`config.mk`:
```
export PLATFORM = sky130hd
export DESIGN_NAME = cffd_count_mem
export DESIGN_NICKNAME = d
export VERILOG_FILES = /design/src/sv/cffd_count_mem.sv
export SDC_FILE = /design/constraint.sdc
export NUM_CORES = 1
export LEC_CHECK = 0
export BUFFER_PORTS_ARGS = -buffer_cell sky130_fd_sc_hd__buf_2
export CAP_MARGIN = 15
export CELL_PAD_IN_SITES_DETAIL_PLACEMENT = 0
export CELL_PAD_IN_SITES_GLOBAL_PLACEMENT = 1
export CORE_ASPECT_RATIO = 1.75
export CORE_MARGIN = 3
export CORE_UTILIZATION = 56
export DETAILED_ROUTE_END_ITERATION = 7
export GPL_TIMING_DRIVEN = 0
export PLACE_DENSITY_LB_ADDON = 0.1
export SLEW_MARGIN = 0
export SYNTH_ARGS = -nofsm -noshare
export SYNTH_HDL_FRONTEND = slang
export SYNTH_SLANG_ARGS = --single-unit
```
`constraint.sdc`:
```
create_clock -name clk -period 2.29 [get_ports clk]
set_input_delay 0.1145 -clock clk [delete_from_list [all_inputs] [get_ports clk]]
set_output_delay 0.1145 -clock clk [all_outputs]
set_load 0.01 [all_outputs]
```
`src/sv/cffd_count_mem.sv`:
```
`timescale 1ns / 1ps
// ----------------------------------------------------------------------------
// cffd_count_mem
// Counter memory with registered read, write-to-read bypass and per-entry
// valid bits; an entry that is not valid reads as zero.
// ----------------------------------------------------------------------------
module cffd_count_mem #(
    parameter  int DEPTH = 64,
    parameter  int WIDTH = 16,
    localparam int AW    = $clog2(DEPTH)
) (
    input  logic             clk,
    input  logic             rst_n,
    input  logic             rd_en,
    input  logic [AW-1:0]    rd_addr,
    output logic [WIDTH-1:0] rd_data,
    input  logic             wr_en,
    input  logic [AW-1:0]    wr_addr,
    input  logic [WIDTH-1:0] wr_data,
    input  logic             clr
);

    logic [WIDTH-1:0] mem [DEPTH];
    logic [WIDTH-1:0] raw_reg;
    logic [WIDTH-1:0] byp_reg;
    logic             hit_reg;
    logic             live_reg;
    logic [DEPTH-1:0] valid_reg;
    logic [DEPTH-1:0] valid_next;

    always_ff @(posedge clk)
    begin
        if (wr_en)
        begin
            mem[wr_addr] <= wr_data;
        end
        if (rd_en)
        begin
            raw_reg <= mem[rd_addr];
            byp_reg <= wr_data;
        end
    end

    always_comb
    begin
        valid_next = valid_reg;
        if (clr)
        begin
            valid_next = '0;
        end
        else if (wr_en)
        begin
            valid_next[wr_addr] = 1'b1;
        end
    end

    always_ff @(posedge clk or negedge rst_n)
    begin
        if (!rst_n)
        begin
            valid_reg <= '0;
            hit_reg   <= 1'b0;
            live_reg  <= 1'b0;
        end
        else
        begin
            valid_reg <= valid_next;
            if (rd_en)
            begin
                // a write in the same cycle wins over the stored word
                hit_reg  <= wr_en && (wr_addr == rd_addr);
                live_reg <= valid_reg[rd_addr] && !clr;
            end
        end
    end

    assign rd_data = hit_reg ? byp_reg : (live_reg ? raw_reg : '0);

endmodule

```
# Word-level counts from Yosys, hierarchy flattened
# Memories as Yosys holds them, arrays and structs flattened. A register that Yosys moved wholly into a read port is not among the register bits.
# Index checks and enable logic that the tools add are counted.
[totals]
regBits = 82
ramBits = 1024
inputBits = 33
output_inout_bits = 16
wordCells = 25
mem_count = 1
[memory_table]
columns = ["name", "depth", "width", "read_ports", "rd_ports_with_merged_regs", "write_ports", "line", "text"]
rows = [
  ["mem", 64, 16, 1, 1, 1, "23", "logic [WIDTH-1:0] mem [DEPTH];"],
]
[op_classes]
magnitude_cmp = 3
n_eq_ne = 1
mux = 10
n_bitwise = 1
reduce_logical = 5
[ops]
columns = ["op", "n"]
rows = [
  ["$mux W64", 2],
  ["$or A64 B64 Y64", 1],
  ["$mux W16", 2],
  ["$lt A6 B7 Y1 const B", 2],
  ["$bmux W1 S6", 1],
  ["$demux W1 S6", 1],
  ["$eq A6 B6 Y1", 1],
  ["$ge A6 B1 Y1 const B", 1],
  ["$mux W1", 4],
  ["$logic_and A1 B1 Y1", 3],
  ["$reduce_bool A2 Y1", 1],
  ["$logic_not A1 Y1", 1],
]

# Longest topological paths before layout
[depth]
word_depth = 7
mapped_depth = 9
ltp_nobuf = 5

# Worst setup path before layout
# OpenSTA, ideal clock, no wires.
[synth_timing]
path_kind = "in2reg"
start = "input wr_addr[4]"
end = "memory mem[48][0], enable pin"
setup_time_ns = 0.434
arrival_ns = 2.422
required_time_ns = 1.856
setup_slack_ns = -0.566
path_stages = 4
n_path_buf = 1
cell_sequence = "clkbuf_1 > nand3_1 > or2_2 > nor4_1"
[synth_rtl]
columns = ["item", "line", "text"]
rows = [
  ["start: declaration", "18", "input logic [AW-1:0] wr_addr,"],
  ["end: declaration", "23", ""],
]
# Straight into the memory's write port.

==> out/summary.md <==
Buffers added to address setup during post-CTS repair amount to 0. Setup repair after global routing could not meet its margin everywhere. The largest buffer count on any clock path is 3, and the overall track demand over capacity in global routing is 29.3%.

Based on the critical path, the design can be clocked at up to 419 MHz. After technology mapping, the gate count stands at 1,945. Counting every sink on the clock net gives 1,122.

The type of the worst min-delay path is in2reg. The tools report the initial antenna violation count as 5. The via density per instance is 6.41. In the routed design, unresolved DRC markers number 0. The data required time of the worst path is 2.63 ns, and the length in cells of the worst reg-to-reg path is 4. The logs give 0.68 ns for the later-pin clock latency in the skew report and 46,100 µm² for the cell area after placement. The most critical setup path has its startpoint at rd_addr[3]. Synthesis inferred 1,122 register bits.

After floorplanning, the core was sized to cover 76,500 µm². The final clock period utilization by the worst path came out at 104%. In this run the worst setup path terminates at raw_reg[11].

Entering global routing, the biggest net connects 67 pins. Among all flip-flop cells after synthesis, the most frequent one is edfxtp_1. The register with the most flip-flops in the layout has 1,024 of them. The tool flagged a number of max-cap violations equal to 0.

49 I/O pins were placed. Setup slack on the worst reg-to-reg path comes out at 0.03 ns. Summing the sequential cell areas from Yosys gives 77.1% of the chip area. The multi-input combinational cells in the finished layout cover a total of 9590 µm². The mapped netlist covers 43,200 µm². The worst flop-to-flop path startpoint is mem[30][2]. During placement, the flow inserted port buffers numbering 41. TritonCTS built the clock tree.

The analysis attributes to cell leakage a power of 16.0 nW. The die is 374 µm tall. Across the routed clock network, the largest skew measured is 0.0175 ns. The count of flip-flops with a built-in enable after synthesis came out at 1,056. The critical path is of the in2reg type. The count of warnings emitted by yosys was 0; the die footprint was 80,700 µm². At the pin with the least slew margin, the transition time is 1.05 ns. Cell internal power was estimated by the tool at 32.6 mW. Worst hold margin: -0.0251 ns. The flow ran to the end, but the final reports show violations.

Ranked by total cell area, the synthesized netlist is headed by edfxtp_1 (73%), mux4_2 (16%), dfrtp_1 (3.8%). The maximum VDD drop was 686 µV; the total area of sequential cells was 33,400 µm². The run gives 5.9% as the share of total power in combinational logic. The tools report the element type at the critical path start as an input pin.

The power share of the sequential group was 54.9%. After legalization and detailed placement, the total HPWL measured 81,100 µm. The run gives 5,150 as the layout filler cell count. For the number of global-route vias before repair, the log shows 22,100. The floorplan die width works out to 216 µm. The post-route cell area is 49,700 µm², and the number of violations reported at the end of detailed-routing iteration 0 is 2,153. When the netlist entered floorplanning its net count stood at 1,978.

After clock tree synthesis, the clock-pin slew on the worst setup and hold paths is 0.06 ns. After detailed routing, the average wire length per cell comes to 35.1 µm. The run gives 0 as the overall overflow remaining after global route. The sort of element at the end of the critical path was a flop.

After synthesis, the share of flip-flops with an asynchronous set or reset is 5.88%. Top cell type by total area after synthesis: edfxtp_1. The logs give 95 for the total clock buffers created by CTS and 2,212 for the number of nets in the layout. The worst register-to-register path ends at raw_reg[2]. The run gives 115,000 µm as the overall routed net length. For this run, the detailed router's first-pass iteration total came to 5.

The switching power summed over all nets came out at 8.73 mW. For the final worst setup slack, the log shows -0.0967 ns. Number of setup violations in the final report: 48. The synthesis-to-layout area growth was 14.8%. In this run the remaining antenna-violating nets after routing total 0.

The via count is 21,000, and the worst path arrival time is 2.73 ns. In this run switching power makes up 21.1% of total power. CTS built an H-tree with a depth of 3.

At the placement stage, the worst setup path has a slack of -1.44 ns. The run gives 162,000 µm as the first-pass GRT wire length. The final count of hold timing violations was 29. After layout, the minimum clock period comes to 2.39 ns. The count of pins over their slew limit is 0, and the highest net fanout along the worst path is 10.

The floorplan has 134 rows. The fraction of final layout cells with drive strength greater than 1 was 32.3%. The design draws 41.3 mW. The initial core utilization was 56.6%; the area share of the leading cell type in the synthesized netlist was 73.3%. In this run the power density over the cells is 831 nW/µm². The tools report the share of the core filled with cells in the final layout as 65.0%. In this run the tightest slew margin relative to its limit is 29.8%. The root buffer cell chosen for the clock tree is clkbuf_16.

The final weighted congestion in routability-driven placement came out at 0.955. The tools report the clock group share of total power as 39.2%. The checks that failed: negative hold slack, negative setup slack. Counting distinct cell types in the post-synthesis netlist gives 42. Post-synthesis average cell area: 22.2 µm².
[cell usage in the layout (no fill, tap or decap), types with 5 or more instances in the layout]
master and count:
nand3b_1 7, buf_6 17, o21ai_1 13, o211ai_1 13
buf_2 65, clkbuf_2 5, mux4_2 311, dfrtp_1 66
bufinv_16 10, clkinv_1 14, clkinv_2 14, mux2i_1 35
a22oi_1 20, nand3_1 7, clkbuf_16 97, dlygate4sd3_1 16
edfxtp_1 1056, a21oi_1 9, xor2_1 5, buf_16 9
nor2_2 58, clkbuf_1 53, nor2b_1 7, clkinvlp_4 8
buf_8 45, buf_12 16, nor2_1 130, buf_4 34
nand2_1 19, mux2i_2 10, a22o_1 24
[worst min-delay path by stage]
stage / from / depth (start not counted) / end
6_report: wr_data[13] / 1 / mem[22][13]
5_1_grt: wr_data[1] / 1 / mem[19][1]
4_1_cts: wr_data[2] / 1 / mem[20][2]
3_5_place_dp: rst_n / 1 / valid_reg[26]
3_3_place_gp: valid_reg[24] / 2 / valid_reg[24]
2_1_floorplan: rst_n / 0 / hit_reg
[cells by family after synthesis]
logic type | after synthesis | share of synthesized area [%]
buf+inv | 107 | 1.30
compound gates | 98 | 1.64
flops | 1122 | 77.1
mux | 360 | 17.3
simple gates | 252 | 2.45
xor+xnor | 6 | 0.122
[routing by layer]
layer / track usage, % / vias to the layer above / part of all wire (%)
met2: 52.0 / 913 / 54
li1: - / 8595 / -
met5: 0 / - / 0.020
met4: 16.2 / 4 / 6.5
met1: 33.7 / 11200 / 33
met3: 5.04 / 265 / 6.1
[per-stage QoR]
step | TNS, ns | cells
2_1_floorplan | -6.47 | 1945
3_5_place_dp | -175.67 | 3078
4_1_cts | 0 | 3258
6_report | -1.46 | 3278
5_1_grt | -1.09 | 3274
3_3_place_gp | -956.06 | 3006
[repair_timing]
| action | in CTS | in global routing |
|---|---|---|
| gates resized for setup | 38 | 17 |
| endpoints found under the setup margin | 30 | 46 |
| hold buffers | 10 | 6 |
| hold endpoints to repair | 145 | 89 |
| cloned | 0 | 0 |
[cell type report]
type	count	area share [%]
flip-flops and latches	1122	67.2
multi-input cells	716	19.3
clock buffers	124	5.17
repair buffers	139	3.52
well taps	1020	2.57
plain buffers	104	1.21
clock inverters	48	1.01
diodes	4	0.0202
inverters	1	0.00756
[synthesized netlist by cell type (3+ instances only)]
library cell,n
o211ai_1,13
a22oi_1,20
clkbuf_1,37
buf_1,6
o21ai_0,6
nand2_1,19
nor3_1,6
o22ai_1,3
o21ai_1,12
buf_2,36
nor2_1,189
o2111ai_1,3
dfrtp_1,66
mux2_2,3
xor2_1,5
a22o_1,24
buf_6,4
mux4_2,311
edfxtp_1,1056
mux2i_1,46
nand3b_1,7
nand3_1,7
a21oi_1,9
nand4b_1,3
buf_4,23
nor2b_1,9
[critical path, cell delays in order]
cell and delay (ns):
buf_2 0.14, clkbuf_1 0.39, nor2_1 0.88, nand2_1 0.31, o22ai_1 0.49, nand4b_1 0.18, o2111ai_1 0.21
[power groups by stage]
stage	combinational, mW	sequential (mW)	clock [mW]
after floorplan	1.18	23.1	0
after global placement	2.24	23.1	0
after detailed placement	2.35	23.1	0
after CTS	2.39	22.7	16.4
after global routing	2.54	22.7	17.1
final	2.44	22.7	16.2
Note: power is estimated with default switching activity, not from simulation.
